File: src/hw/rtl/ptv_pkg.sv
package ptv_pkg;

   localparam int TEMP_W  = 15;
   localparam int VOLT_W  = 14;
   localparam int FRAC_W  = 28;
   localparam int OUT_SHIFT = 16;

   localparam int TABLE_LEN  = 13;
   localparam int NUM_POINTS = 13;
   localparam int USED_POINTS = (NUM_POINTS < TABLE_LEN) ? NUM_POINTS : TABLE_LEN;
   localparam int NUM_SEG    = USED_POINTS - 1;
   localparam int TABLE_SEG  = TABLE_LEN - 1;
   localparam int SEG_W      = (NUM_SEG > 1) ? $clog2(NUM_SEG) : 1;

   localparam int BASE_W  = 29;
   localparam int SLOPE_W = 18;
   localparam int DELTA_W = 11;
   localparam int ACC_W   = 30;

   typedef logic signed [TEMP_W-1:0] temp_type;
   typedef logic [VOLT_W-1:0]        volt_type;
   typedef logic [SEG_W-1:0]         seg_type;
   typedef logic [DELTA_W-1:0]       delta_type;
   typedef logic [BASE_W-1:0]        base_type;
   typedef logic [SLOPE_W-1:0]       slope_type;
   typedef logic [ACC_W-1:0]         acc_type;

   // breakpoints in 1/16 degree
   localparam temp_type BP_TEMP [TABLE_LEN] = '{
      15'sd0,    15'sd320,  15'sd720,  15'sd992,  15'sd1600, 15'sd2208, 15'sd2816,
      15'sd3440, 15'sd4096, 15'sd4752, 15'sd5440, 15'sd6096, 15'sd8000
   };

   // segment base voltage in 2^-28 V, rounded to nearest
   localparam base_type SEG_BASE [TABLE_SEG] = '{
      BASE_W'(((64'd700  << FRAC_W) + 64'd500) / 64'd1000),
      BASE_W'(((64'd780  << FRAC_W) + 64'd500) / 64'd1000),
      BASE_W'(((64'd852  << FRAC_W) + 64'd500) / 64'd1000),
      BASE_W'(((64'd900  << FRAC_W) + 64'd500) / 64'd1000),
      BASE_W'(((64'd1000 << FRAC_W) + 64'd500) / 64'd1000),
      BASE_W'(((64'd1101 << FRAC_W) + 64'd500) / 64'd1000),
      BASE_W'(((64'd1200 << FRAC_W) + 64'd500) / 64'd1000),
      BASE_W'(((64'd1300 << FRAC_W) + 64'd500) / 64'd1000),
      BASE_W'(((64'd1400 << FRAC_W) + 64'd500) / 64'd1000),
      BASE_W'(((64'd1500 << FRAC_W) + 64'd500) / 64'd1000),
      BASE_W'(((64'd1603 << FRAC_W) + 64'd500) / 64'd1000),
      BASE_W'(((64'd1700 << FRAC_W) + 64'd500) / 64'd1000)
   };

   // segment slope in 2^-28 V per 1/16 degree, rounded to nearest
   localparam slope_type SEG_SLOPE [TABLE_SEG] = '{
      SLOPE_W'(((64'd80   << FRAC_W) + 64'd160000) / 64'd320000),
      SLOPE_W'(((64'd72   << FRAC_W) + 64'd200000) / 64'd400000),
      SLOPE_W'(((64'd48   << FRAC_W) + 64'd136000) / 64'd272000),
      SLOPE_W'(((64'd100  << FRAC_W) + 64'd304000) / 64'd608000),
      SLOPE_W'(((64'd101  << FRAC_W) + 64'd304000) / 64'd608000),
      SLOPE_W'(((64'd99   << FRAC_W) + 64'd304000) / 64'd608000),
      SLOPE_W'(((64'd100  << FRAC_W) + 64'd312000) / 64'd624000),
      SLOPE_W'(((64'd100  << FRAC_W) + 64'd328000) / 64'd656000),
      SLOPE_W'(((64'd100  << FRAC_W) + 64'd328000) / 64'd656000),
      SLOPE_W'(((64'd103  << FRAC_W) + 64'd344000) / 64'd688000),
      SLOPE_W'(((64'd97   << FRAC_W) + 64'd328000) / 64'd656000),
      SLOPE_W'(((64'd1300 << FRAC_W) + 64'd952000) / 64'd1904000)
   };

   localparam volt_type VOLT_MIN = VOLT_W'(SEG_BASE[0] >> OUT_SHIFT);
   localparam volt_type VOLT_MAX = VOLT_W'(((64'd3000 << FRAC_W) / 64'd1000) >> OUT_SHIFT);

endpackage

File: src/hw/rtl/ptv_if.sv
interface ptv_req_if;
   logic                valid;
   logic                ready;
   ptv_pkg::temp_type   temp_sixteenths;

   modport source (output valid, output temp_sixteenths, input ready);
   modport sink   (input valid, input temp_sixteenths, output ready);
endinterface

interface ptv_rsp_if;
   logic                valid;
   logic                ready;
   ptv_pkg::volt_type   voltage_q12;
   logic                in_range;

   modport source (output valid, output voltage_q12, output in_range, input ready);
   modport sink   (input valid, input voltage_q12, input in_range, output ready);
endinterface

File: src/hw/rtl/piecewise_linear_temp_to_volt_unit.sv
// throughput: one item per cycle while no result waits on rsp ready; an item
// accepted from req reaches the rsp channel along the path input register,
// segment compare, one 18x11 multiply-add, result register
// a result waiting on rsp ready stalls the result stage and a full input stage
// reset (synchronous, active high) empties both stages; no table state to clear
module piecewise_linear_temp_to_volt_unit (
   input  logic          clock,
   input  logic          reset,
   ptv_req_if.sink       req_if,
   ptv_rsp_if.source     rsp_if
);

   logic                 advance;
   logic                 s1_valid_ff, s1_valid_in;
   ptv_pkg::temp_type    s1_temp_ff, s1_temp_in;
   logic                 out_valid_ff, out_valid_in;
   ptv_pkg::volt_type    out_volt_ff, out_volt_in;
   logic                 out_hit_ff, out_hit_in;

   ptv_pkg::seg_type     seg;
   logic                 hit;
   logic signed [ptv_pkg::TEMP_W:0] diff;
   ptv_pkg::delta_type   delta;
   ptv_pkg::acc_type     acc;

   assign advance       = !out_valid_ff || rsp_if.ready;
   assign req_if.ready  = !s1_valid_ff || advance;

   always_comb begin
      s1_valid_in = s1_valid_ff;
      s1_temp_in  = s1_temp_ff;
      if (req_if.ready) begin
         s1_valid_in = req_if.valid;
         s1_temp_in  = req_if.temp_sixteenths;
      end
   end

   // segment search over ascending breakpoints
   always_comb begin
      hit = (s1_temp_ff >= ptv_pkg::BP_TEMP[0])
         && (s1_temp_ff < ptv_pkg::BP_TEMP[ptv_pkg::NUM_SEG]);
      seg = '0;
      for (int i = 1; i < ptv_pkg::NUM_SEG; i++) begin
         if (s1_temp_ff >= ptv_pkg::BP_TEMP[i]) begin
            seg = ptv_pkg::SEG_W'(i);
         end
      end
      diff  = (ptv_pkg::TEMP_W+1)'(s1_temp_ff) - (ptv_pkg::TEMP_W+1)'(ptv_pkg::BP_TEMP[seg]);
      delta = diff[ptv_pkg::DELTA_W-1:0];
      acc   = ptv_pkg::ACC_W'(ptv_pkg::SEG_BASE[seg])
            + ptv_pkg::ACC_W'(ptv_pkg::SEG_SLOPE[seg]) * ptv_pkg::ACC_W'(delta);
   end

   always_comb begin
      out_valid_in = out_valid_ff;
      out_volt_in  = out_volt_ff;
      out_hit_in   = out_hit_ff;
      if (advance) begin
         out_valid_in = s1_valid_ff;
         out_hit_in   = hit;
         out_volt_in  = hit ? acc[ptv_pkg::ACC_W-1:ptv_pkg::OUT_SHIFT] : '0;
      end
   end

   always_ff @(posedge clock) begin
      if (reset) begin
         s1_valid_ff  <= 1'b0;
         out_valid_ff <= 1'b0;
      end else begin
         s1_valid_ff  <= s1_valid_in;
         out_valid_ff <= out_valid_in;
      end
      s1_temp_ff  <= s1_temp_in;
      out_volt_ff <= out_volt_in;
      out_hit_ff  <= out_hit_in;
   end

   assign rsp_if.valid       = out_valid_ff;
   assign rsp_if.voltage_q12 = out_volt_ff;
   assign rsp_if.in_range    = out_hit_ff;

   a_out_of_range_zero : assert property (@(posedge clock) disable iff (reset)
      out_valid_ff && !out_hit_ff |-> out_volt_ff == '0)
      else $error("out of range item with nonzero voltage");

   a_volt_bounds : assert property (@(posedge clock) disable iff (reset)
      out_valid_ff && out_hit_ff |->
         out_volt_ff >= ptv_pkg::VOLT_MIN && out_volt_ff <= ptv_pkg::VOLT_MAX)
      else $error("voltage outside table span");

   a_stage_hold : assert property (@(posedge clock) disable iff (reset)
      s1_valid_ff && !advance |=> s1_valid_ff && $stable(s1_temp_ff))
      else $error("input stage lost an item while stalled");

   a_accept_loads : assert property (@(posedge clock) disable iff (reset)
      req_if.valid && req_if.ready |=> s1_valid_ff)
      else $error("accepted item did not enter input stage");

endmodule
File: src/flat_wrapper.sv
// flat-port wrapper written by rule: the top's interface ports become plain ports
module piecewise_linear_temp_to_volt_unit_flat 
  (clock, reset, req_if_valid, req_if_temp_sixteenths, req_if_ready, rsp_if_valid, rsp_if_voltage_q12, rsp_if_in_range, rsp_if_ready);
  ptv_req_if req_if_i ();
  ptv_rsp_if rsp_if_i ();
  input  logic clock;
  input  logic reset;
  input wire logic [$bits(req_if_i.valid)-1:0] req_if_valid;
  input wire logic [$bits(req_if_i.temp_sixteenths)-1:0] req_if_temp_sixteenths;
  output wire logic [$bits(req_if_i.ready)-1:0] req_if_ready;
  output wire logic [$bits(rsp_if_i.valid)-1:0] rsp_if_valid;
  output wire logic [$bits(rsp_if_i.voltage_q12)-1:0] rsp_if_voltage_q12;
  output wire logic [$bits(rsp_if_i.in_range)-1:0] rsp_if_in_range;
  input wire logic [$bits(rsp_if_i.ready)-1:0] rsp_if_ready;
  assign req_if_i.valid = req_if_valid;
  assign req_if_i.temp_sixteenths = req_if_temp_sixteenths;
  assign req_if_ready = req_if_i.ready;
  assign rsp_if_valid = rsp_if_i.valid;
  assign rsp_if_voltage_q12 = rsp_if_i.voltage_q12;
  assign rsp_if_in_range = rsp_if_i.in_range;
  assign rsp_if_i.ready = rsp_if_ready;
  piecewise_linear_temp_to_volt_unit u_core (.clock(clock), .reset(reset), .req_if(req_if_i), .rsp_if(rsp_if_i));
endmodule
File: config.mk
export PLATFORM = sky130hd
export DESIGN_NAME = piecewise_linear_temp_to_volt_unit_flat
export DESIGN_NICKNAME = d
export VERILOG_FILES = /design/src/hw/rtl/ptv_pkg.sv /design/src/hw/rtl/ptv_if.sv /design/src/hw/rtl/piecewise_linear_temp_to_volt_unit.sv /design/src/flat_wrapper.sv
export SDC_FILE = /design/constraint.sdc
export NUM_CORES = 1
export LEC_CHECK = 0
export BUFFER_PORTS_ARGS = -buffer_cell sky130_fd_sc_hd__buf_2
export CAP_MARGIN = 0
export CELL_PAD_IN_SITES_DETAIL_PLACEMENT = 0
export CELL_PAD_IN_SITES_GLOBAL_PLACEMENT = 1
export CORE_ASPECT_RATIO = 0.9
export CORE_MARGIN = 2
export CORE_UTILIZATION = 41
export CTS_BUF_LIST = sky130_fd_sc_hd__clkbuf_4 sky130_fd_sc_hd__clkbuf_8 sky130_fd_sc_hd__clkbuf_16
export CTS_CLUSTER_DIAMETER = 100
export DETAILED_ROUTE_END_ITERATION = 12
export PLACE_DENSITY = 0.68
export SLEW_MARGIN = 20
export SYNTH_ARGS = -nofsm -noshare
export SYNTH_HDL_FRONTEND = slang
export SYNTH_SLANG_ARGS = --single-unit
export TNS_END_PERCENT = 30
File: constraint.sdc
create_clock -name clock -period 11.1 [get_ports clock]
set_input_delay 0 -clock clock [delete_from_list [all_inputs] [get_ports clock]]
set_output_delay 0 -clock clock [all_outputs]
set_load 0.01 [all_outputs]
; After elaboration in Yosys (flattened, before gate mapping)
; Memory sizes are Yosys's and may differ from the RTL's.
; Cells that the tools add are included.
[totals]
ff_bits = 32
romBits = 992
input_bits = 19
output_inout_bits = 17
elab_cells = 48
n_memories = 3
[memory_table]
columns = name, depth, word_bits, read_ports, rd_ports_with_merged_regs, wr, line
row1 = (no name shown), 16, 29, 1, 0, 0, piecewise_linear_temp_to_volt_unit.sv:50  ; acc = ptv_pkg::ACC_W'(ptv_pkg::SEG_BASE[seg])
row2 = (no name shown), 16, 18, 1, 0, 0, piecewise_linear_temp_to_volt_unit.sv:51  ; + ptv_pkg::ACC_W'(ptv_pkg::SEG_SLOPE[seg]) * ptv_pkg::ACC_W'(delta);
row3 = (no name shown), 16, 15, 1, 0, 0, piecewise_linear_temp_to_volt_unit.sv:48  ; diff = (ptv_pkg::TEMP_W+1)'(s1_temp_ff) - (ptv_pkg::TEMP_W+1)'(ptv_pkg::BP_TEMP[seg]);
[op_classes]
addsub = 2
n_mul = 1
order_cmp = 14
muxes = 17
n_bitwise = 1
n_reduce_logical = 5
[op_table]
columns = cell, count
row1 = >= comparator 15 x 14 -> 1 bit (second input constant), 4
row2 = two-way mux 29 bit, 2
row3 = >= comparator 15 x 13 -> 1 bit (second input constant), 3
row4 = two-way mux 18 bit, 2
row5 = adder 29 x 29 -> 30 bit, 1
row6 = >= comparator 15 x 11 -> 1 bit (second input constant), 2
row7 = multiplier 18 x 11 -> 29 bit, 1
row8 = two-way mux 11 bit, 2
row9 = two-way mux 4 bit, 4
row10 = >= comparator 15 x 1 -> 1 bit (second input constant), 1
row11 = >= comparator 15 x 10 -> 1 bit (second input constant), 1
row12 = >= comparator 15 x 12 -> 1 bit (second input constant), 1
row13 = < comparator 15 x 14 -> 1 bit (second input constant), 1
row14 = two-way mux 3 bit, 4
row15 = subtractor 11 bit, 1
row16 = >= comparator 5 bit (second input constant), 1
row17 = NOT 4 -> 5 bit, 1
row18 = two-way mux 2 bit, 2
row19 = zero test 1 bit, 2
row20 = logical OR 1 bit, 2
row21 = logical AND 1 bit, 1
row22 = two-way mux 1 bit, 1

; Longest topological paths before layout
; Gate-level depths: netlist of the first run.
[depth]
word_depth = 19
mapped_depth = 41
ltp_nobuf = 39

; Worst setup path after synthesis of the first run
; No wires, ideal clock.
[synth_path]
kind = register to register
startpoint = register u_core.s1_temp_ff[13]
endpoint = register u_core.out_volt_ff[10] (netlist: u_core.rsp_if.voltage_q12[10]) (data pin)
setup_time_ps = 260
t_arrival_ps = 8850
t_required_ps = 10840
setup_slack_ps = 1990
stages_incl_launch_ff = 38
n_path_buf = 3
synth_period_minus_slack_ps = 9110
path_cell_list = edfxtp_1 -> nor4_1 -> o211a_1 -> o2bb2ai_1 -> a21oi_1 -> o221ai_2 -> a211o_1 -> a21o_1 -> inv_2 -> ha_1 -> clkbuf_1 -> nand2_1 -> clkbuf_1 -> nand3_1 -> ha_1 -> a21o_1 -> a21oi_1 -> o21bai_1 -> [2 not listed] -> buf_2 -> nor2_1 -> fa_1 -> fa_1 -> fa_1 -> fa_1 -> inv_1 -> fa_1 -> inv_1 -> ha_1 -> and4_1 -> and3_1 -> and3b_1 -> o2111ai_1 -> o2111ai_2 -> a311oi_2 -> o21bai_1 -> mux2i_1
[synth_between]
elab_chain_len = 19
word_cells_on_any_way = 38
cone_classes = 2 x add/sub / 1 x mul / 13 x order compare / 17 x mux / 1 x bitwise / 1 x reduce/logical / 3 x memory
[synth_lines]
columns = element, line
row1 = "start, declared", piecewise_linear_temp_to_volt_unit.sv:15  ; ptv_pkg::temp_type s1_temp_ff, s1_temp_in;
row2 = "start signal, assigned", piecewise_linear_temp_to_volt_unit.sv:73  ; s1_temp_ff <= s1_temp_in;
row3 = >= comparator 15 x 10 -> 1 bit, piecewise_linear_temp_to_volt_unit.sv:44  ; if (s1_temp_ff >= ptv_pkg::BP_TEMP[i]) begin
row4 = two-way mux 1 bit, piecewise_linear_temp_to_volt_unit.sv:44
row5 = two-way mux 2 bit (2 in series), piecewise_linear_temp_to_volt_unit.sv:44
row6 = two-way mux 3 bit (4 in series), piecewise_linear_temp_to_volt_unit.sv:44
row7 = two-way mux 4 bit (4 in series), piecewise_linear_temp_to_volt_unit.sv:44
row8 = NOT 4 -> 5 bit (not written as such), "piecewise_linear_temp_to_volt_unit.sv:48, piecewise_linear_temp_to_volt_unit.sv:50, piecewise_linear_temp_to_volt_unit.sv:51"
row9 = memory read (16 x 15 bit), --
row10 = two-way mux 11 bit (not written as such) (2 in series), piecewise_linear_temp_to_volt_unit.sv:48
row11 = subtractor 11 bit, piecewise_linear_temp_to_volt_unit.sv:48
row12 = multiplier 18 x 11 -> 29 bit, piecewise_linear_temp_to_volt_unit.sv:51
row13 = adder 29 x 29 -> 30 bit, piecewise_linear_temp_to_volt_unit.sv:51
row14 = "end signal, assigned", piecewise_linear_temp_to_volt_unit.sv:74  ; out_volt_ff <= out_volt_in;
row15 = "end, declared", piecewise_linear_temp_to_volt_unit.sv:17  ; ptv_pkg::volt_type out_volt_ff, out_volt_in;
; Parallel ways exist; a longest one is shown, timed or not. The select of a mux whose other input is x is not followed.
; A chain may end at the register's enable or synchronous reset.

; Final worst setup path of the first run
[layout_path]
startpoint = register u_core.s1_temp_ff[14]
endpoint = register u_core.out_volt_ff[8] (netlist: u_core.rsp_if.voltage_q12[8]) (data pin)
; Same word-level chain as after synthesis.

==> results.md, run 1 <==
- Max_cap viols: 0
- Remaining DRCs: 0
- Clock buffer depth: 2
- Clock sinks: 32
- Layout area overhead: 9.27%
- Syn. warnings: 0
- Post-Synthesis Cell Area: 0.00905 mm^2
- CP arrival: between 10 and 15 ns
- Post-synthesis cell type count: 75
- Routed Antenna Nets: 0
- Sequential area share after synthesis: 0.104
- Minimum clock period: approximately 10 ns
- Hold Path Depth: 4
- Worst Path Max Fanout: 16
- Die Wd: between 150 and 200 um
- Multi-input logic area: ~0.0071 mm^2
- Status: completed
- Worst path bufs/invs: 5
- Largest stage delay, worst path: ~0.55 ns
- Fmax: about 100 MHz
- CP required: ~11 ns
- Most common cell after layout, fill and taps aside: inv_1
- GRT overflow: 0
- Placed cells: 1329
- DRT iter0 DRCs: just over 400
- Initial antenna violation count: 0
- Largest net degree at the start of global routing: 25
- Setup_tns: 0 ns
- Crit start category: flip-flop
- # port buffers: 35
- Clock Latency Late Sink: around 0.28 ns
- Setup Buffers After CTS: 0
- Initial Utilization: 0.418
- Fillers: ~2200
- Top cell type's share of synthesized area: 0.381
- Final Wtd Congestion: just over 0.9
- Worst Hold Class: in -> reg
- CTS buffer count: 5
- WP depth: 38
- Worst path top cell family by delay: adder cells
- DR WL/cell: between 15 and 20 um
- CP most frequent cell: fa_1
- Total track usage: 0.226
- Leading area contributor after synthesis: fa_1
- Rel. slew slack: 0.248
- Post-synthesis register bit count: 32
- Synth top area cells: fa_1 (38%), ha_1 (11%), edfxtp_1 (10%)
- # setup viols final: 0
- Post-synth top flop: edfxtp_1
- Mapped Cells: slightly above 1000
- Worst-path clk slew: approximately 0.050 ns
- Sequential Area: around 940 um^2
- CTS tree: built
- RSZ-0062 raised after global routing: no
- Worst Max-Slew Pin Slew: approximately 1.1 ns
- Vias per std cell: between 5 and 6
- Routed wire length: between 20 and 30 mm
- Critical-path top delay cell: edfxtp_1
- Detailed Routing Iterations Pass 1: 5
- Die area: ~0.023 mm^2
- WS Path Type: reg -> reg
- Most frequent cells in the layout: inv_1 (236), fa_1 (172), nand2_1 (116)
- Worst Skew: between 0.007 and 0.008 ns
- Die height: ~140 um
- HPWL after detailed placement: a little over 20 mm
- Row count: 51
- Hold Violations, Final: 0
- Finished Layout Cells: between 1000 and 1500
- Period utilization: 0.919
- First-pass GRT wire length: 40.9 mm
- FFs w/ async S/R, synth: 0
- Placeable Area: between 0.02 and 0.025 mm^2
- Proportion of layout cells with a drive suffix above 1: 0.0771
- Final number of max-transition violations: 0
- Synthesized Nets: around 1300
- Reg2Reg Depth: 38
- Vias in the first global route: between 7000 and 8000
- Top Ports: 36
- Final #Nets: approximately 1300
- Worst Setup End Kind: flip-flop
- Mean Syn Cell Area: 8.85 um^2
- H-Tree Depth: 2
- Total number of vias: ~7000
- Antenna fix cells: 0
- CTS Root Cell: clkbuf_16
- EDFF count, synth: 30
[cells in the mapped netlist (all sizes together) (4+ instances only)]
cell	n
nand3	10
o21bai	4
a211o	4
edfxtp	30
or2	5
nand2	116
clkbuf	24
a31oi	6
xor2	7
nor3	10
o21ai	28
and3	11
nor2	70
xnor2	9
o21a	9
a211oi	9
and2	26
o2111ai	4
a21oi	42
ha	77
buf	8
o211ai	4
fa	172
nand2b	23
inv	240
a21o	11
nor2b	13
nand4	4
[timing repair]
| item | 4_1_cts | 5_1_grt |
|---|---|---|
| endpoints found under the setup margin | 0 | 0 |
| endpoints found under the hold margin | 17 | 0 |
| gates resized for setup | 0 | 0 |
| hold buffers | 17 | 0 |
[through the flow]
stage / area, um^2 / util / hold slack (ns) / setup slack, ns
final: 9890 / 0.457 / 0.0447 / 0.901
after global routing: 9890 / 0.457 / 0.0576 / 0.254
after CTS: 9880 / 0.457 / 0.0269 / 0.993
after detailed placement: 9540 / 0.441 / 0.179 / 1.01
after global placement: 9540 / 0.441 / 0.178 / 1.15
after floorplan: 9050 / - / 0.0724 / 1.99
[cell families after synthesis]
family                   Yosys count  share of synthesized area
AO/OA/AOI/OAI                    149                      0.114
XOR/XNOR                          16                     0.0155
adder cells (fa/ha/maj)          249                      0.487
buffers and inverters            272                      0.115
multiplexers                       2                    0.00221
flip-flops                        32                      0.104
AND/OR/NAND/NOR                  302                      0.161
[worst min-delay path, delay by kind of cell]
kind,cells,cell delay [ns]
buffers and inverters,1,0.08
AND/OR/NAND/NOR,3,0.20
[layout make-up]
type | instances | area share
clock buffer | 6 | 0.0134
clock inverter | 2 | 0.00354
timing repair buffer | 65 | 0.0448
sequential | 32 | 0.0952
tap | 291 | 0.0368
inverter | 240 | 0.0911
multi-input combinational | 718 | 0.715
[routing by layer]
layer,up-vias,track usage,routed length [um]
li1,3271,-,-
met1,3535,0.321,11500
met2,199,0.371,11900
met3,40,0.0274,1140
met4,0,0.0523,617
met5,-,0,0
[flip-flops by register name (all words and copies together), names as in the netlist]
| register | flops |
|---|---|
| u_core.s1_temp_ff | 15 |
| u_core.s1_valid_ff | 1 |
| u_core.rsp_if.voltage_q12 | 14 |
| u_core.rsp_if.in_range | 1 |
| u_core.rsp_if.valid | 1 |
[worst paths after layout]
| kind | slack (ns) | from | endpoint |
|---|---|---|---|
| hold reg to reg | 0.51 | u_core.s1_valid_ff | u_core.rsp_if.valid |
| setup / recovery | 0.90 | u_core.s1_temp_ff[14] | u_core.rsp_if.voltage_q12[8] |
| hold / removal | 0.04 | rsp_if_ready | u_core.rsp_if.valid |
| setup reg to reg | 0.90 | u_core.s1_temp_ff[14] | u_core.rsp_if.voltage_q12[8] |
Power of run 1 is left out: the tool's default activity adds up to more than one toggle a clock period on the data nets, which glitch-free logic cannot reach.
==> inputs of run 2 (changes only) <==
--- a/config.mk
+++ b/config.mk
@@ -7,15 +7,13 @@
 export LEC_CHECK = 0
 export BUFFER_PORTS_ARGS = -buffer_cell sky130_fd_sc_hd__buf_2
 export CAP_MARGIN = 0
-export CELL_PAD_IN_SITES_DETAIL_PLACEMENT = 0
-export CELL_PAD_IN_SITES_GLOBAL_PLACEMENT = 1
 export CORE_ASPECT_RATIO = 0.9
 export CORE_MARGIN = 2
-export CORE_UTILIZATION = 41
+export CORE_UTILIZATION = 55
 export CTS_BUF_LIST = sky130_fd_sc_hd__clkbuf_4 sky130_fd_sc_hd__clkbuf_8 sky130_fd_sc_hd__clkbuf_16
 export CTS_CLUSTER_DIAMETER = 100
 export DETAILED_ROUTE_END_ITERATION = 12
-export PLACE_DENSITY = 0.68
+export PLACE_DENSITY = 0.7
 export SLEW_MARGIN = 20
 export SYNTH_ARGS = -nofsm -noshare
 export SYNTH_HDL_FRONTEND = slang
==> results.md, run 2 (synthesized netlist as in run 1, its figures left out) <==
- Row count: 44
- Die Wd: roughly 140 um
- Crit start category: flip-flop
- Max_cap viols: 0
- Most frequent cells in the layout: inv_1 (236), fa_1 (172), nand2_1 (116)
- Largest net degree at the start of global routing: 25
- Antenna fix cells: 0
- Clock Latency Late Sink: a little under 0.3 ns
- Final #Nets: between 1000 and 1500
- Die area: roughly 0.017 mm^2
- Max reg flops: 15
- Layout area overhead: 7.86%
- CP arrival: 10.49 ns
- Remaining DRCs: 0
- CTS tree: built
- Detailed Routing Iterations Pass 1: 5
- Vias in the first global route: about 7600
- Period utilization: 0.932
- Worst Hold Class: in -> reg
- Most common cell after layout, fill and taps aside: inv_1
- Critical-path top delay cell: edfxtp_1
- Routed Antenna Nets: 0
- Setup_tns: 0 ns
- Largest stage delay, worst path: 0.57 ns
- Setup Buffers After CTS: 0
- DRT iter0 DRCs: 550
- # port buffers: 35
- DR WL/cell: about 19 um
- Initial antenna violation count: 0
- First-pass GRT wire length: a little under 40 mm
- Rel. slew slack: 0.273
- Hold Violations, Final: 0
- Worst Path Max Fanout: 15
- CTS buffer count: 5
- Final number of max-transition violations: 0
- HPWL after detailed placement: just under 20 mm
- Final Wtd Congestion: 1.01
- Worst-path clk slew: ~0.050 ns
- Largest Register: u_core.s1_temp_ff
- Clock buffer depth: 2
- CP most frequent cell: fa_1
- # setup viols final: 0
- RSZ-0062 raised after global routing: no
- Vias per std cell: 5.66
- Die height: about 130 um
- Proportion of layout cells with a drive suffix above 1: 0.0762
- Status: completed
- Worst Setup End Kind: flip-flop
- Fillers: 1416
- Minimum clock period: between 10 and 15 ns
- Clock sinks: 32
- Fmax: 96.6 MHz
- H-Tree Depth: 2
- Initial Utilization: 0.561
- Worst Max-Slew Pin Slew: approximately 1.1 ns
- Routed wire length: 23.6 mm
- CTS Root Cell: clkbuf_16
- Worst Skew: around 0.0043 ns
- Top Ports: 36
- Placeable Area: about 0.016 mm^2
- CP required: 11.24 ns
- GRT overflow: 0
- Total number of vias: approximately 7000
- WS Path Type: reg -> reg
- Total track usage: 0.292
[run 2: cell types whose count changed in the layout (fill, tap and decap cells not counted), sizes merged]
cell    change
clkbuf      +1
bufinv      -1
[run 2: final timing paths]
| check | from | end | slack, ns | cells past startpoint |
|---|---|---|---|---|
| setup / recovery | u_core.s1_temp_ff[14] | u_core.rsp_if.voltage_q12[10] | 0.75 | 38 |
| hold reg to reg | u_core.s1_valid_ff | u_core.rsp_if.valid | 0.52 | 2 |
| hold / removal | rsp_if_ready | u_core.rsp_if.valid | 0.08 | 4 |
| setup reg to reg | u_core.s1_temp_ff[14] | u_core.rsp_if.voltage_q12[10] | 0.75 | 38 |
[run 2: final cells by class]
class | count | area, um^2 | share of cell area
Clock buffer | 7 | 140 | 0.0144
Tap cell | 207 | 259 | 0.0265
Sequential cell | 32 | 941 | 0.0964
Timing Repair Buffer | 65 | 443 | 0.0454
Clock inverter | 1 | 3.75 | 0.000385
Multi-Input combinational cell | 718 | 7070 | 0.725
Inverter | 240 | 901 | 0.0923
[run 2: timing repair]
item                                   CTS  global route
resized for setup                        0             2
endpoints found under the hold margin   17             0
setup endpoints to repair                0             3
hold buffers                            17             0
[run 2: routing by layer]
metal	up-vias	wire (um)	track usage
li1	3275	-	-
met1	3547	9840	0.398
met2	305	10700	0.460
met3	65	1980	0.0612
met4	0	1070	0.122
met5	-	0	0
[run 2: stage by stage]
stage               hold slack (ns)  worst slack, ns   util  area [um^2]  std cells
floorplan                    0.0724             1.99      -         9050       1022
global placement              0.176             1.14  0.585         9440       1245
detailed placement            0.178            0.794  0.585         9440       1245
CTS                          0.0615            0.747  0.604         9750       1270
global route                  0.131           0.0729  0.605         9760       1270
finish                       0.0758            0.753  0.605         9760       1270
[run 2: critical path, delay by kind of cell (launching register included)]
family / cells / cell delay, ns
AOI/OAI and AO/OA: 16 / 3.47
DFF: 1 / 0.57
adders and majority gates: 9 / 3.95
and+or+nand+nor: 6 / 1.32
xor gates and xnor gates: 1 / 0.17
muxes: 1 / 0.20
buffers and inverters: 5 / 0.50
Power of run 2 is left out for the same reason.
==> inputs of run 3 (changes only) <==
--- a/config.mk
+++ b/config.mk
@@ -5,15 +5,14 @@
 export SDC_FILE = /design/constraint.sdc
 export NUM_CORES = 1
 export LEC_CHECK = 0
-export BUFFER_PORTS_ARGS = -buffer_cell sky130_fd_sc_hd__buf_2
 export CAP_MARGIN = 0
 export CORE_ASPECT_RATIO = 0.9
 export CORE_MARGIN = 2
 export CORE_UTILIZATION = 55
-export CTS_BUF_LIST = sky130_fd_sc_hd__clkbuf_4 sky130_fd_sc_hd__clkbuf_8 sky130_fd_sc_hd__clkbuf_16
 export CTS_CLUSTER_DIAMETER = 100
 export DETAILED_ROUTE_END_ITERATION = 12
-export PLACE_DENSITY = 0.7
+export DONT_BUFFER_PORTS = 1
+export PLACE_DENSITY = 0.68
 export SLEW_MARGIN = 20
 export SYNTH_ARGS = -nofsm -noshare
 export SYNTH_HDL_FRONTEND = slang
==> results.md, run 3 (synthesized netlist as in run 1, its figures left out) <==
- Clock Latency Late Sink: approximately 0.29 ns
- Status: completed
- Worst Hold Class: in -> reg
- Largest stage delay, worst path: 0.56 ns
- Total track usage: 0.286
- WS Path Type: reg -> reg
- Worst R2R Setup Slack: 0.73 ns
- Largest Register: u_core.s1_temp_ff
- Setup Buffers After CTS: 0
- RSZ-0062 raised after global routing: no
- Max reg flops: 15
- Proportion of layout cells with a drive suffix above 1: 0.0456
- CP required: between 10 and 15 ns
- Layout area overhead: 6.15%
- CTS buffer count: 5
- Hold Crit Start: req_if_temp_sixteenths[1]
- Initial antenna violation count: 0
- Most frequent cells in the layout: inv_1 (236), fa_1 (172), nand2_1 (116)
- Dpl cell area: between 0.009 and 0.01 mm^2
- Remaining DRCs: 0
- First-pass GRT wire length: ~39 mm
- Detailed Routing Iterations Pass 1: 5
- Worst Max-Slew Pin Slew: roughly 1.2 ns
- Fmax: about 96 MHz
- CP arrival: 10.38 ns
- RR Endpoint: u_core.rsp_if.voltage_q12[8]
- Final Wtd Congestion: 1.02
- Finished Cell Area: ~0.0096 mm^2
- GRT overflow: 0
- H-Tree Depth: 2
- Worst path bufs/invs: 4
- Final number of max-transition violations: 0
- CTS Root Cell: clkbuf_16
- Antenna fix cells: 0
- Minimum clock period: about 10 ns
- Hold Violations, Final: 0
- CTS tree: built
- CP most frequent cell: fa_1
- Final #Nets: approximately 1300
- # setup viols final: 0
- Crit start category: flip-flop
- R2R Path Start: u_core.s1_temp_ff[14]
- Die height: 126 um
- Initial Utilization: 0.561
- Placeable Area: 0.0161 mm^2
- Worst Setup End Kind: flip-flop
- Max_cap viols: 0
- Clock sinks: 32
- # port buffers: 0
- Setup_tns: 0 ns
- Vias per std cell: around 5.7
- Die Wd: 139 um
- Worst Skew: roughly 0.0028 ns
- Most common cell after layout, fill and taps aside: inv_1
- DRT iter0 DRCs: 599
- Worst Path Max Fanout: 15
- Routed Antenna Nets: 0
- Clock buffer depth: 2
- DR WL/cell: roughly 19 um
- Routed wire length: 23.2 mm
- Critical-path top delay cell: edfxtp_1
- Hold Path Depth: 1
- Largest net degree at the start of global routing: 25
- Vias in the first global route: 7318
- Die area: ~0.017 mm^2
- Row count: 44
- Top Ports: 36
- Worst-path clk slew: 0.05 ns
- HPWL after detailed placement: about 19 mm
- Rel. slew slack: 0.211
- Period utilization: 0.934
- Worst Hold End: u_core.s1_temp_ff[1]
- Total number of vias: 7078
- Reg2Reg Depth: 37
- Worst path top cell family by delay: adder cells
-- run 3: changes by cell type in the layout (fill, tap and decap cells not counted) --
cell           delta
buf_2            -35
buf_4             +2
clkbuf_4          -2
clkinv_2          +2
clkbuf_8          +1
clkinv_1          -1
dlygate4sd3_1     +1
ha_1              +1
ha_2              -1
nor4_1            +1
nor4_2            -1
o21ai_0           -1
o21ai_1           +1
-- run 3: worst max-delay path by stage --
stage / cells after the start / startpoint / to / slack (ns)
finish: 37 / u_core.s1_temp_ff[14] / u_core.rsp_if.voltage_q12[8] / 0.73
global route: 37 / u_core.s1_temp_ff[14] / u_core.rsp_if.voltage_q12[8] / 0.08
CTS: 37 / u_core.s1_temp_ff[14] / u_core.rsp_if.voltage_q12[8] / 0.85
detailed placement: 37 / u_core.s1_temp_ff[14] / u_core.rsp_if.voltage_q12[8] / 0.94
global placement: 37 / u_core.s1_temp_ff[14] / u_core.rsp_if.voltage_q12[8] / 1.11
floorplan: 37 / u_core.s1_temp_ff[13] / u_core.rsp_if.voltage_q12[10] / 1.99
-- run 3: routing by layer --
| metal | share of wire | up-vias | GRT usage |
|---|---|---|---|
| met1 | 0.42 | 3506 | 0.392 |
| met5 | 0 | - | 0 |
| met2 | 0.47 | 299 | 0.465 |
| met4 | 0.037 | 0 | 0.0986 |
| met3 | 0.076 | 66 | 0.0510 |
| li1 | - | 3207 | - |
-- run 3: cell type report --
cell class	instances	area, um^2
clock buffer	6	139
clock inverter	2	10.0
fill	1433	6530
inverter	240	901
multi-input combinational	718	7060
sequential	32	941
tap	207	259
timing repair buffer	33	293
-- run 3: what timing repair did --
item / 4_1_cts / 5_1_grt
resized for setup: 0 / 0
endpoints found under the setup margin: 0 / 0
hold endpoints to repair: 17 / 0
hold buffers: 18 / 0
-- run 3: stage by stage --
step | hold WS [ns] | utilization | std cells | setup WS, ns
after global placement | 0.0736 | 0.575 | 1212 | 1.11
final | 0.334 | 0.595 | 1238 | 0.735
after CTS | 0.327 | 0.595 | 1238 | 0.850
after global routing | 0.336 | 0.595 | 1238 | 0.0781
after floorplan | 0.0724 | - | 1022 | 1.99
after detailed placement | 0.0743 | 0.575 | 1212 | 0.939
-- run 3: worst register-to-register path: cells and delay by family (launching register included) --
kind	cells	cell delay, ns
AOI/OAI and AO/OA	15	3.28
xor gates and xnor gates	1	0.16
adders and majority gates	9	4.03
buffers and inverters	4	0.41
DFF	1	0.56
and+or+nand+nor	8	1.63
Power of run 3 is left out for the same reason.
